<file path="config.mk">
export PLATFORM = sky130hd
export DESIGN_NAME = chm_ctrl
export DESIGN_NICKNAME = d
export VERILOG_FILES = /design/src/rtl/chm_pkg.sv /design/src/rtl/chm_ctrl.sv
export SDC_FILE = /design/constraint.sdc
export NUM_CORES = 1
export LEC_CHECK = 0
export ABC_CLOCK_PERIOD_IN_PS = 3960
export BUFFER_PORTS_ARGS = -buffer_cell sky130_fd_sc_hd__buf_4
export CORE_AREA = 4 4 41 43
export DETAILED_ROUTE_END_ITERATION = 10
export DIE_AREA = 0 0 45 47
export GPL_TIMING_DRIVEN = 0
export PLACE_DENSITY = 0.78
export SETUP_SLACK_MARGIN = 0.3
export SLEW_MARGIN = 20
export SYNTH_ARGS = -nofsm -noshare
export SYNTH_HDL_FRONTEND = slang
export SYNTH_SLANG_ARGS = --single-unit
</file>
<file path="constraint.sdc">
create_clock -name clk -period 3.96 [get_ports clk]
set_input_delay 0.396 -clock clk [delete_from_list [all_inputs] [get_ports clk]]
set_output_delay 0.396 -clock clk [all_outputs]
set_load 0.02 [all_outputs]
</file>
<file path="src/rtl/chm_pkg.sv">
// shared types and constants of the chained hash key value map
package chm_pkg;

	localparam int KEY_W = 64;
	localparam int VAL_W = 64;
	localparam int MODE_W = 2;

	localparam logic [MODE_W-1:0] MODE_INSERT = 2'd0;
	localparam logic [MODE_W-1:0] MODE_FIND = 2'd1;
	localparam logic [MODE_W-1:0] MODE_DELETE = 2'd2;
	localparam logic [MODE_W-1:0] MODE_NONE = 2'd3;

	localparam logic [KEY_W-1:0] MIX_ADD = 64'h9e3779b97f4a7c15;
	localparam logic [KEY_W-1:0] MIX_MUL1 = 64'hbf58476d1ce4e5b9;
	localparam logic [KEY_W-1:0] MIX_MUL2 = 64'h94d049bb133111eb;

	// hash bits per residue digit of the bucket remainder
	localparam int MOD_DIGIT = 4;
	localparam int MOD_ROUNDS = KEY_W / MOD_DIGIT;

	typedef struct packed {
		logic load;
		logic hash_start;
		logic clr_step;
		logic head_latch;
		logic hit_latch;
		logic ent_adv;
		logic val_wr;
		logic set_full;
		logic push_new;
		logic del_a;
		logic del_b;
		logic out_load;
	} cmd_t;

	typedef struct packed {
		logic clr_last;
		logic hash_done;
		logic walk_end;
		logic key_match;
		logic pool_empty;
		logic prev_valid;
		logic out_free;
		logic hit;
		logic [MODE_W-1:0] mode;
	} sts_t;

endpackage

</file>
<file path="src/rtl/chm_ctrl.sv">
// request sequencer of the hash map
module chm_ctrl (
	input  logic          clk,
	input  logic          arst_n,
	input  logic          in_valid,
	output logic          in_ready,
	input  chm_pkg::sts_t sts,
	output chm_pkg::cmd_t cmd
);

	import chm_pkg::*;

	localparam logic [3:0] S_CLR = 4'd0;
	localparam logic [3:0] S_IDLE = 4'd1;
	localparam logic [3:0] S_HASH = 4'd2;
	localparam logic [3:0] S_HEADRD = 4'd3;
	localparam logic [3:0] S_HEADW = 4'd4;
	localparam logic [3:0] S_WALK = 4'd5;
	localparam logic [3:0] S_ENTW = 4'd6;
	localparam logic [3:0] S_ACT = 4'd7;
	localparam logic [3:0] S_POPW = 4'd8;
	localparam logic [3:0] S_DEL2 = 4'd9;
	localparam logic [3:0] S_DONE = 4'd10;

	logic [3:0] state_q;
	logic [3:0] state_n;

	always_comb begin
		cmd = '0;
		state_n = state_q;
		unique case (state_q)
			S_CLR: begin
				cmd.clr_step = 1'b1;
				if (sts.clr_last) begin
					state_n = S_IDLE;
				end
			end
			S_IDLE: begin
				if (in_valid) begin
					cmd.load = 1'b1;
					cmd.hash_start = 1'b1;
					state_n = S_HASH;
				end
			end
			S_HASH: begin
				if (sts.hash_done) begin
					state_n = (sts.mode == MODE_NONE) ? S_DONE : S_HEADRD;
				end
			end
			S_HEADRD: state_n = S_HEADW;
			S_HEADW: begin
				cmd.head_latch = 1'b1;
				state_n = S_WALK;
			end
			S_WALK: state_n = sts.walk_end ? S_ACT : S_ENTW;
			S_ENTW: begin
				if (sts.key_match) begin
					cmd.hit_latch = 1'b1;
					state_n = S_ACT;
				end else begin
					cmd.ent_adv = 1'b1;
					state_n = S_WALK;
				end
			end
			S_ACT: begin
				state_n = S_DONE;
				case (sts.mode)
					MODE_INSERT: begin
						if (sts.hit) begin
							cmd.val_wr = 1'b1;
						end else if (sts.pool_empty) begin
							cmd.set_full = 1'b1;
						end else begin
							state_n = S_POPW;
						end
					end
					MODE_DELETE: begin
						if (sts.hit) begin
							cmd.del_a = 1'b1;
							if (sts.prev_valid) begin
								state_n = S_DEL2;
							end
						end
					end
					default: state_n = S_DONE;
				endcase
			end
			S_POPW: begin
				cmd.push_new = 1'b1;
				state_n = S_DONE;
			end
			S_DEL2: begin
				cmd.del_b = 1'b1;
				state_n = S_DONE;
			end
			S_DONE: begin
				if (sts.out_free) begin
					cmd.out_load = 1'b1;
					state_n = S_IDLE;
				end
			end
			default: state_n = S_IDLE;
		endcase
	end

	always_ff @(posedge clk or negedge arst_n) begin
		if (!arst_n) begin
			state_q <= S_CLR;
		end else begin
			state_q <= state_n;
		end
	end

	assign in_ready = (state_q == S_IDLE);

endmodule

</file>
# ---- Yosys cells after proc, flatten, opt, wreduce, memory -nomap -nowiden
# Cells that the tools add are included.
dict set report totals {
  ff_bits 4
  elab_cells 52
  inputBits 13
  output_inout_bits 13
}
dict set report op_classes {
  eq_ne 16
  mux 31
  n_reduce_logical 4
}
# cell n
set ops {}
lappend ops {{4-bit case mux with 10 select lines} 1}
lappend ops {{4-bit 2-to-1 mux} 6}
lappend ops {{2-bit 2-to-1 mux} 9}
lappend ops {{4-bit by 3-bit equality test with 1-bit output, second input constant} 4}
lappend ops {{1-bit 2-to-1 mux} 14}
lappend ops {{4-bit equality test, second input constant} 3}
lappend ops {{4-bit by 2-bit equality test with 1-bit output, second input constant} 2}
lappend ops {{2-bit != test, second input constant} 4}
lappend ops {{4-bit case mux with 2 select lines} 1}
lappend ops {{2-bit equality test, second input constant} 2}
lappend ops {{4-bit by 1-bit equality test with 1-bit output, second input constant} 1}
lappend ops {{4-bit logical NOT} 1}
lappend ops {{4-bit AND reduction} 1}
lappend ops {{2-bit logical NOT} 1}
lappend ops {{2-bit OR reduction} 1}

# ---- Logic depth before layout (Yosys ltp)
# Gate-level depths: netlist of the first run.
dict set report logic_depth {
  word_depth 4
  ltp_mapped 5
  ltp_nobuf 4
}

# ---- Worst setup path after synthesis of the first run
# Ideal clock, no wire load.
dict set report synth_timing {
  path_type {reg-to-output}
  startpoint {register state_q[1]}
  endpoint {output cmd[11] (netlist bit)}
  t_required_ps 3564
  setup_slack_ps 1979
  arrival_ps 1585
  path_buffers 1
  path_stages_with_launch 5
  cell_sequence {dfrtp_1 or2b_2 nor2_1 and2_1 buf_4}
}
# item line
set synth_lines {}
lappend synth_lines {{from (decl)} chm_ctrl.sv:25} ;# logic [3:0] state_q;
lappend synth_lines {{from (signal assigned)} chm_ctrl.sv:110} ;# state_q <= state_n;
lappend synth_lines {{to (decl)} chm_ctrl.sv:8} ;# output chm_pkg::cmd_t cmd

==> results of run 1 <==
worst max path at each step:
stage               to  slack (ns)  cells after the start
2_1_floorplan  cmd[11]        1.98                      4
3_3_place_gp   cmd[11]        2.24                      5
3_5_place_dp   cmd[11]        2.23                      5
4_1_cts        cmd[11]        1.98                      5
5_1_grt        cmd[11]        1.90                      5
6_report       cmd[11]        1.98                      5
through the flow:
step	power, mW	hold slack [ns]	worst slack [ns]
after floorplan	0.384	0.100	1.98
after global placement	0.489	0.191	2.24
after detailed placement	0.495	0.191	2.23
after CTS	0.546	0.489	1.98
after global routing	0.591	0.505	1.90
final	0.546	0.499	1.98
critical path: stages, from the launching register on:
cell and delay [ns]:
sky130_fd_sc_hd__dfrtp_1 0.46, sky130_fd_sc_hd__or2b_2 0.37, sky130_fd_sc_hd__nor2_1 0.14, sky130_fd_sc_hd__and2_1 0.16, sky130_fd_sc_hd__buf_4 0.10, sky130_fd_sc_hd__buf_4 0.12
metal layers:
layer	routed length (µm)	GRT usage	vias to the layer above
li1	-	-	295
met1	553	0.151	259
met2	711	0.251	30
met3	103	0.0383	2
met4	12	0.0585	0
met5	0	0	-
logic make-up (layout without fill, tap and decap cells):
logic type / Yosys count / count (layout) / share of synthesized area
compound gates: 16 / 16 / 0.229
xor+xnor: 1 / 1 / 0.0178
buf+inv: 8 / 37 / 0.107
flops: 4 / 4 / 0.204
simple gates: 35 / 35 / 0.443
synthesized netlist by cell type, drive strengths merged, types with 2 or more instances:
cell    instances  area share
and2b           2       0.033
inv             4       0.031
nor2            5       0.038
dfrtp           4        0.20
buf             4       0.076
and2            2       0.031
nor4            2       0.025
a211o           2       0.036
nor3            8       0.081
and4b           2       0.041
o21ai           3       0.031
o22ai           2       0.025
nand2           4       0.031
nand2b          3       0.038
report_power, final:
group | total [mW] | switching [mW] | internal (mW)
Combinational | 0.401 | 0.209 | 0.192
Sequential | 0.0977 | 0.0337 | 0.0640
Clock | 0.0479 | 0.0142 | 0.0337
Total | 0.546 | 0.257 | 0.290
what timing repair did:
item | 4_1_cts | 5_1_grt
gates resized for setup | 0 | 0
hold buffers | 1 | 0
hold endpoints to repair | 4 | 0
area by class of cell:
cell class	instances	area (µm²)
Clock buffer	3	22.5
Timing Repair Buffer	26	198
Inverter	4	15.0
Buffer	4	37.5
Fill cell	134	571
Multi-Input combinational cell	52	339
Tap cell	15	18.8
Sequential cell	4	100
==> flow_results.org, run 1 <==
** Place
- Cells after DPL :: 104
- The congestion estimate from routability-driven global placement came to roughly 0.84.
- Detailed placement finished with a half-perimeter wire length of between 1000 and 1500 µm.
- Port Buffer Count :: 25
- Summing all placed instances gives a cell area of approximately 700 µm².

** Setup path
- The worst setup path is launched from a flop.
- Crit path kind :: flop to primary output
- In this run the critical register-to-register path is launched from state_q[3]$_DFFE_PN0P_.
- The worst register-to-register path has a depth of 5.
- The endpoint identified for the worst register-to-register timing path is state_q[0]$_DFFE_PN0P_.
- Critical path required time :: 3.56 ns
- Arrival time at the worst endpoint :: 1.58 ns
- The critical path starts at state_q[1]$_DFFE_PN0P_.
- Element type at the critical path end :: primary output
- Minimum setup slack among reg-to-reg paths :: 2.50 ns
- Peak fanout along the critical path :: 8

** Status
- Result of the run :: finished, final reports clean

** Clock tree
- The number of clock buffers added by TritonCTS is 3.
- Clock latency reported for the late side of the worst-skew pair :: between 0.2 and 0.25 ns
- Number of levels in the clock H-tree :: 1
- Clock tree from TritonCTS :: yes
- The clock net in this run drives a total of 4 sinks.
- Maximum clock path buffer count :: 2
- Root Buffer Master :: sky130_fd_sc_hd__clkbuf_4
- In this run the post-CTS setup repair buffer count came out at 0.
- Clock-pin slew of the registers on the worst-case setup and hold paths :: 0.04 ns

** Floorplan
- For this configuration, the core starts out at a cell density of 0.378.
- DIE WIDTH :: 45 µm
- The total area inside the core boundary comes to between 0.001 and 0.0015 mm².
- Core Rows :: 13
- Overall die height :: 47 µm
- I/O pin total :: 26
- Die footprint :: 0.00212 mm²

** Worst hold path
- The min-delay analysis places its worst path in the category input pin to async pin.

** Cells and area
- Most frequent standard cell in the layout excluding fill and tap cells :: sky130_fd_sc_hd__buf_4
- Relative to the synthesized area, the layout overhead comes to 48.6%.
- Register with the most flip-flops :: state_q
- Final layout net count :: roughly 110
- Finished Layout Cells :: 108
- Flip-flop count of the largest register after layout :: 4
- Finished layout cell area :: 731 µm²
- Top library cells by usage in the layout, fill and taps aside :: 27 x sky130_fd_sc_hd__buf_4, 8 x sky130_fd_sc_hd__nor3_1, 5 x sky130_fd_sc_hd__nor2_1
- Of the cells placed in the final design, the portion with a size suffix greater than 1 is 0.387.
- The largest registers in the layout are state_q (4).
- For this run, the share of the core covered by cells in the final layout is 0.562.
- Antenna diode count :: 0

** Run
- Max cap viols :: 0

** Timing
- Actual slew at the worst max-slew pin :: 0.276 ns
- Post-Route Skew :: roughly 0.0041 ns
- Setup repair after global routing left no endpoint under its margin.
- Setup tns final :: 0 ns
- Part of the cycle the worst path needs :: 0.500
- For this run, the top clock speed supported by timing is between 500 and 600 MHz.
- For the finished layout, the period the worst path requires is 1.98 ns.
- Count of endpoints failing setup in the final report :: 0
- Slew Viols, Final :: 0
- Hold Vio Cnt, Final :: 0
- The worst pin sits at a relative slew slack of 0.814.

** Power and ir drop
- P_leak :: 0.358 nW
- Worst vdd ir :: 0.000274 V
- PwrDens :: 748 mW/mm²

** GRT
- The first global-routing pass estimated 2190 µm of wire.
- Entering global routing, the biggest net connects 11 pins.
- For this run the aggregate overflow at the end of global routing stands at 0.
- The initial antenna violation count is 0.
- For this run, the total global-route usage over all layers was measured as 0.139.
- The number of global-route vias before repair came to approximately 560.

** Yosys
- After technology mapping, the gate count stands at 64.
- Net count after synthesis :: 77
- After synthesis the netlist holds a flip-flop and latch count of 4.
- After synthesis, the share of flip-flops with an asynchronous set or reset is 1.00.
- Share of synthesized area occupied by flip-flops and latches :: 0.204
- Count of flip-flops with a built-in enable after synthesis :: 0
- Post-Synthesis Mean Instance Area :: ~7.7 µm²
- In the synthesized netlist the dominant register cell turns out to be sky130_fd_sc_hd__dfrtp_1.
- After synthesis the cells add up to a little under 500 µm².
- Yosys mapped the design onto 35 distinct sky130hd cell types.
- Count of warnings emitted by yosys :: 0

** Drt
- Routed Antenna Nets :: 0
- DR DRC count :: 0
- Average routed wire per standard cell :: 12.8 µm
- Initial DRC Count :: 15
- Summed over all layers, the routed wires come to 1380 µm.
- Detailed-route vias per instance :: 5.43
- For this block, the via count after detailed routing is 586.
- First-pass DRT Iterations :: 4
Note: power is estimated with default switching activity, not from simulation.
==> inputs of run 2 (changes only) <==
--- a/config.mk
+++ b/config.mk
@@ -5,7 +5,7 @@
 export SDC_FILE = /design/constraint.sdc
 export NUM_CORES = 1
 export LEC_CHECK = 0
-export ABC_CLOCK_PERIOD_IN_PS = 3960
+export ABC_CLOCK_PERIOD_IN_PS = 1900
 export BUFFER_PORTS_ARGS = -buffer_cell sky130_fd_sc_hd__buf_4
 export CORE_AREA = 4 4 41 43
 export DETAILED_ROUTE_END_ITERATION = 10
==> constraint.sdc (replaced) <==
create_clock -name clk -period 1.9 [get_ports clk]
set_input_delay 0.19 -clock clk [delete_from_list [all_inputs] [get_ports clk]]
set_output_delay 0.19 -clock clk [all_outputs]
set_load 0.02 [all_outputs]
==> flow_results.org, run 2 (same netlist as run 1, synthesis figures left out) <==
** Drt
- The wire length after detailed routing is 1710 µm (was 1380 µm).
- DR DRC count :: 0 (unchanged)
- Routed Antenna Nets :: 0 (unchanged)
- First-pass DRT Iterations :: 4 (unchanged)
- The post-detailed-route via-to-cell ratio was 5.47 (was 5.43).
- The detailed-route wire length per cell was 14.7 µm (was 12.8 µm).
- Initial DRC Count :: 17 (was 15)
- Via count :: 634 (was 586)

** Floorplan
- The top-level I/O count came to 26 (unchanged).
- Overall die height :: 47 µm (unchanged)
- DIE WIDTH :: 45 µm (unchanged)
- Placeable Area :: 0.00130 mm² (unchanged)
- The number of rows in the core area is 13 (unchanged).
- Die footprint :: 0.00212 mm² (unchanged)
- Effective utilization at floorplan :: 0.378 (unchanged)

** Clock tree
- The CTS buffer count was 3 (unchanged).
- The CTS tree was yes (unchanged).
- Clock latency reported for the late side of the worst-skew pair :: 0.24 ns (was 0.23 ns)
- The total number of H-tree levels came to 1 (unchanged).
- The cell at the root of the clock tree is sky130_fd_sc_hd__clkbuf_4 (unchanged).
- The clock transition time at the flip-flop clock pins of the worst setup and hold paths came to 0.04 ns (about the same).
- The maximum number of buffers from clock root to sink came to 2 (unchanged).
- The CTS sink count was 4 (unchanged).

** Timing
- Setup tns final :: 0 ns (unchanged)
- Post-Route Skew :: 0.00293 ns (was 0.00414 ns)
- Part of the cycle the worst path needs :: 0.852
- Unrepaired setup endpoints after global routing :: yes (was no)
- The pin slew with the least headroom to its limit is 0.287 ns (was 0.276 ns).
- After layout, the minimum clock period comes to 1.62 ns.
- The number of endpoints failing setup at the final stage came to 0 (unchanged).
- Hold Vio Cnt, Final :: 0 (unchanged)
- The worst slew margin relative to its limit is 0.807 (was 0.814).
- Based on the critical path, the design can be clocked at up to 618 MHz.
- Slew Viols, Final :: 0 (unchanged)

** GRT
- Wire length of the first global-routing pass :: 2640 µm (was 2190 µm)
- The pin count of the biggest net entering global routing is 11 (unchanged).
- Gr usage total :: 0.169 (was 0.139)
- The final global-route overflow total was 0 (unchanged).
- The initial antenna violation count is 0 (unchanged).
- Number of global-route vias before repair :: 628 (was 562)

** Power and ir drop
- The power per standard cell area came to 1670 mW/mm² (was 748 mW/mm²).
- The standby leakage power was 0.405 nW (was 0.358 nW).
- The post-layout total power came to 1.39 mW (was 0.546 mW).
- The largest vdd supply drop came to 0.000767 V (was 0.000274 V).

** Setup path
- Startpoint Class :: flop (unchanged)
- The peak fanout along the critical path was 7 (was 8).
- Arrival time at the worst endpoint :: 1.43 ns (was 1.58 ns)
- Most frequent cell on the critical path :: sky130_fd_sc_hd__buf_6 (was sky130_fd_sc_hd__buf_4)
- Crit path kind :: flop to primary output (unchanged)
- Cell class contributing the biggest share of worst-path delay :: simple AND/OR/NAND/NOR gates (unchanged)
- The worst stage delay on the critical path was 0.37 ns (was 0.46 ns).
- Element type at the critical path end :: primary output (unchanged)
- The data required time at the worst endpoint is 1.71 ns (was 3.56 ns).
- Critical R2R Launch :: state_q[3]$_DFFE_PN0P_ (unchanged)
- The worst setup path startpoint is state_q[3]$_DFFE_PN0P_ (was state_q[1]$_DFFE_PN0P_).
- The library cell contributing the largest single delay on the critical path is sky130_fd_sc_hd__dfrtp_1 (unchanged).
- Critical-path cell list: buf_6, or2_4, nor2_4, and2_4, buf_6, buf_6 (was or2b_2, nor2_1, and2_1, buf_4, buf_4).
- The worst path buffer plus inverter count is 3 (was 2).

** Run
- The number of violations of the max-capacitance limit came to 0 (unchanged).

** Cells and area
- The post-route cell area is 832 µm² (was 731 µm²).
- Top library cells by usage in the layout, fill and taps aside :: 32 x sky130_fd_sc_hd__buf_4, 6 x sky130_fd_sc_hd__nor3_1, 5 x sky130_fd_sc_hd__buf_6 (was 27 x sky130_fd_sc_hd__buf_4, 8 x sky130_fd_sc_hd__nor3_1, 5 x sky130_fd_sc_hd__nor2_1)
- The final net count was 116 (was 108).
- Most frequent standard cell in the layout excluding fill and tap cells :: sky130_fd_sc_hd__buf_4 (unchanged)
- The synthesis-to-finish area growth was 69.2% (was 48.6%).
- The register with the most flip-flops is state_q (unchanged).
- The share of the core filled with cells in the final layout was 0.639 (was 0.562).
- The number of flip-flops in the largest register is 4 (unchanged).
- Antenna diode count :: 0 (unchanged)
- Top Registers :: state_q (4) (unchanged)
- Ratio of cells with drive above 1 in the final layout :: 0.515 (was 0.387)
- Finished Layout Cells :: 116 (was 108)

** Worst hold path
- Worst min path class :: input pin to async pin (unchanged)

** Status
- Result of the run :: finished, final reports clean (unchanged)

** Place
- The half-perimeter wire length after detailed placement was 1130 µm (was 1100 µm).
- The placement-stage cell area came to 707 µm² (was 698 µm²).
- Cells after DPL :: 104 (unchanged)
- The placer congestion estimate came to 0.905 (was 0.843).
- The total of buffers placed on input and output ports came to 25 (unchanged).
==> run 2: changes by cell type in the layout (fill, tap and decap cells not counted), moves of 2 or more <==
| cell | before | now |
|---|---|---|
| sky130_fd_sc_hd__buf_4 | 27 | 32 |
| sky130_fd_sc_hd__buf_6 | 2 | 5 |
| sky130_fd_sc_hd__dfrtp_1 | 4 | 2 |
| sky130_fd_sc_hd__dfrtp_2 | 0 | 2 |
| sky130_fd_sc_hd__nor3_1 | 8 | 6 |
| sky130_fd_sc_hd__nor3_2 | 0 | 2 |
==> run 2: area by class of cell <==
type / count / area (µm²)
Multi-Input combinational cell: 52 / 367
Timing Repair Buffer: 34 / 262
Tap cell: 15 / 18.8
Sequential cell: 4 / 103
Inverter: 4 / 15.0
Fill cell: 121 / 469
Buffer: 4 / 45.0
Clock buffer: 3 / 22.5
==> run 2: final timing paths <==
kind / cells after the start / endpoint / slack (ns)
setup / recovery: 6 / cmd[11] / 0.28
hold / removal: 2 / state_q[1]$_DFFE_PN0P_ / 0.29
setup reg to reg: 6 / state_q[1]$_DFFE_PN0P_ / 0.32
hold reg to reg: 2 / state_q[2]$_DFFE_PN0P_ / 0.55
max in group asynchronous: 2 / state_q[2]$_DFFE_PN0P_ / 1.49
min in group clk: 4 / state_q[0]$_DFFE_PN0P_ / 0.30
==> run 2: repair_timing <==
action / CTS / global route
hold buffers: 1 / 0
setup buffers: 3 / 5
pin swaps: 1 / 3
setup endpoints to repair: 5 / 8
endpoints found under the hold margin: 4 / 0
gates resized for setup: 6 / 5
==> run 2: where the power goes <==
part / internal, mW / leakage [nW] / total [mW] / switching (mW)
Clock: 0.0707 / 0.0138 / 0.106 / 0.0352
Sequential: 0.138 / 0.0475 / 0.200 / 0.0617
Combinational: 0.556 / 0.343 / 1.08 / 0.527
Total: 0.765 / 0.405 / 1.39 / 0.624
==> run 2: metal layers <==
layer,part of all wire,GRT usage,vias to the layer above
met5,0,0,-
met4,0,0.0175,0
met3,0.073,0.0651,0
met2,0.51,0.305,29
met1,0.42,0.195,290
li1,-,-,315
==> run 2: stage by stage <==
| stage | setup slack (ns) | hold WS (ns) |
|---|---|---|
| floorplan | 0.363 | -0.106 |
| global placement | 0.411 | -0.0147 |
| CTS | 0.265 | 0.283 |
| global route | 0.218 | 0.298 |
| finish | 0.282 | 0.294 |
| detailed placement | 0.395 | -0.0126 |
==> inputs of run 3 (changes only) <==
--- a/config.mk
+++ b/config.mk
@@ -11,7 +11,9 @@
 export DETAILED_ROUTE_END_ITERATION = 10
 export DIE_AREA = 0 0 45 47
 export GPL_TIMING_DRIVEN = 0
+export HOLD_SLACK_MARGIN = 0.08
 export PLACE_DENSITY = 0.78
+export REMOVE_ABC_BUFFERS = 1
 export SETUP_SLACK_MARGIN = 0.3
 export SLEW_MARGIN = 20
 export SYNTH_ARGS = -nofsm -noshare
==> flow_results.org, run 3 (same netlist as run 1, synthesis figures left out) <==
** Status
- Result of the run :: finished, final reports clean (unchanged)

** Setup path
- FF-to-FF End :: state_q[1]$_DFFE_PN0P_ (unchanged)
- The source of the worst register-to-register timing path is state_q[3]$_DFFE_PN0P_ (unchanged).
- Arrival time at the worst endpoint :: 1.37 ns (was 1.43 ns)
- Minimum setup slack among reg-to-reg paths :: 0.39 ns (was 0.32 ns)
- Element type at the critical path end :: primary output (unchanged)
- The element type at the critical path start is a flop (unchanged).
- The worst reg2reg path depth came to 5 (was 6).
- Critical path required time :: 1.71 ns (about the same)
- Crit path kind :: flop to primary output (unchanged)
- The peak fanout along the critical path was 6 (was 7).

** Place
- The half-perimeter wire length after detailed placement is 1020 µm (was 1130 µm).
- The total of buffers placed on input and output ports came to 25 (unchanged).
- GP Congestion :: 0.854 (was 0.905)

** Floorplan
- The number of rows in the core area is 13 (unchanged).
- The area inside the core boundary came to 0.00130 mm² (unchanged).
- I/O pin total :: 26 (unchanged)
- Overall die height :: 47 µm (unchanged)
- Die footprint :: 0.00212 mm² (unchanged)
- The horizontal die dimension came to 45 µm (unchanged).
- The starting density of the core came to 0.378 (unchanged).

** Power and ir drop
- The post-layout total power came to 1.35 mW (was 1.39 mW).
- The largest vdd supply drop was 0.000655 V (was 0.000767 V).
- The power per standard cell area came to 1660 mW/mm² (was 1670 mW/mm²).
- P_leak :: 0.395 nW (was 0.405 nW)

** Clock tree
- Clock-pin slew of the registers on the worst-case setup and hold paths :: 0.04 ns (about the same)
- The CTS tree is yes (unchanged).
- The clock insertion delay at the later pin of the skew report was 0.23 ns (was 0.24 ns).
- The total number of H-tree levels is 1 (unchanged).
- The CTS buffer count came to 3 (unchanged).
- TritonCTS Sinks :: 4 (unchanged)
- The maximum number of buffers from clock root to sink came to 2 (unchanged).
- Root Buffer Master :: sky130_fd_sc_hd__clkbuf_4 (unchanged)

** Drt
- Total wire length after detailed routing :: 1730 µm (was 1710 µm)
- Detailed-route vias per instance :: 5.74 (was 5.47)
- The remaining antenna violation count after routing is 0 (unchanged).
- Via count :: 660 (was 634)
- The detailed-route wire length per cell is 15.0 µm (was 14.7 µm).
- DR DRC count :: 0 (unchanged)
- The starting DRC count in detailed routing was 17 (unchanged).
- First-pass DRT Iterations :: 4 (unchanged)

** Cells and area
- The register with the most flip-flops is state_q (unchanged).
- Final Core Density :: 0.625 (was 0.639)
- The antenna diode count came to 0 (unchanged).
- Flip-flop count of the largest register after layout :: 4 (unchanged)
- Most frequent standard cell in the layout excluding fill and tap cells :: sky130_fd_sc_hd__buf_4 (unchanged)
- Ratio of cells with drive above 1 in the final layout :: 0.550 (was 0.515)
- Top library cells by usage in the layout, fill and taps aside: 35 x sky130_fd_sc_hd__buf_4, 6 x sky130_fd_sc_hd__nor3_1 (was 32 x sky130_fd_sc_hd__buf_4, 6 x sky130_fd_sc_hd__nor3_1, 5 x sky130_fd_sc_hd__buf_6).
- The synthesis-to-finish area growth was 65.4% (was 69.2%).
- The final net count is 115 (was 116).
- Top Registers: state_q (4) (unchanged).

** GRT
- Largest net degree at the start of global routing :: 14 (was 11)
- The number of global-route vias before repair was 601 (was 628).
- Global-route congestion overflow total :: 0 (unchanged)
- Wire length of the first global-routing pass :: 2550 µm (was 2640 µm)
- The initial antenna violation count came to 0 (unchanged).
- Gr usage total :: 0.162 (was 0.169)

** Timing
- The setup TNS came to 0 ns (unchanged).
- The share of the cycle needed by the critical path after routing is 0.822 (was 0.852).
- The number of endpoints failing setup at the final stage was 0 (unchanged).
- The worst slew margin relative to its limit came to 0.826 (was 0.807).
- Hold Vio Cnt, Final :: 0 (unchanged)
- Max Clk Rate :: 640 MHz (was 618 MHz)
- The final critical path time including I/O delays and setup is 1.56 ns (was 1.62 ns).
- Slew Viols, Final :: 0 (unchanged)
- Unrepaired setup endpoints after global routing :: yes (unchanged)
- Actual slew at the worst max-slew pin :: 0.259 ns (was 0.287 ns)
- Post-Route Skew :: 0.00241 ns (was 0.00293 ns)

** Worst hold path
- The worst min-delay path category is input pin to flop (was input pin to async pin).
- Counting instances, the worst hold path has a depth of 4.
- Worst hold path endpoint :: state_q[0]$_DFFE_PN0P_
- Hold path startpoint :: sts[0]

** Run
- The number of violations of the max-capacitance limit is 0 (unchanged).
## run 3: cell count changes in the layout (fill, tap and decap cells not counted), sizes merged
cell  change
buf       -1
## run 3: cell type report
class / count / area, µm²
clock buffers: 3 / 22.5
fillers: 137 / 488
inverters: 4 / 15.0
multi-input cells: 52 / 374
flip-flops and latches: 4 / 105
well taps: 15 / 18.8
repair buffers: 37 / 278
## run 3: critical path, cell delays in order, from the launching register on
cell	delay, ns
sky130_fd_sc_hd__dfrtp_2	0.44
sky130_fd_sc_hd__or2_4	0.29
sky130_fd_sc_hd__nor2_2	0.10
sky130_fd_sc_hd__and2_1	0.16
sky130_fd_sc_hd__buf_4	0.15
## run 3: worst max path at each step
stage | endpoint | start | slack, ns
after floorplan | cmd[10] | state_q[1]$_DFFE_PN0P_ | 0.10
after global placement | cmd[10] | state_q[0]$_DFFE_PN0P_ | 0.34
after detailed placement | cmd[10] | state_q[0]$_DFFE_PN0P_ | 0.32
after CTS | cmd[10] | state_q[2]$_DFFE_PN0P_ | 0.30
after global routing | cmd[10] | state_q[3]$_DFFE_PN0P_ | 0.24
final | cmd[10] | state_q[3]$_DFFE_PN0P_ | 0.34
## run 3: through the flow
step,worst slack (ns),hold WS (ns),std cells,area [µm²]
finish,0.337,0.289,115,813
global route,0.242,0.310,115,813
CTS,0.299,0.279,110,754
detailed placement,0.318,-0.0140,100,661
global placement,0.341,-0.0150,100,661
floorplan,0.102,-0.106,60,454
## run 3: power by group
group	leakage, nW	internal (mW)	switching, mW	total (mW)
Combinational	0.336	0.526	0.517	1.04
Sequential	0.0450	0.142	0.0623	0.204
Clock	0.0138	0.0704	0.0319	0.102
Total	0.395	0.738	0.611	1.35
## run 3: routing by layer
metal / up-vias / wire [µm] / global-route usage
met5: - / 0 / 0
met4: 0 / 14 / 0.0526
met3: 2 / 132 / 0.0192
met2: 36 / 901 / 0.308
met1: 310 / 678 / 0.188
li1: 312 / - / -
## run 3: repair_timing
| action | in CTS | in global routing |
|---|---|---|
| buffers inserted | 6 | 5 |
| endpoints found under the hold margin | 4 | 0 |
| pin swaps | 0 | 1 |
| setup endpoints to repair | 10 | 11 |
| hold buffers | 1 | 0 |
| gates cloned | 0 | 0 |
| gates resized for setup | 6 | 7 |
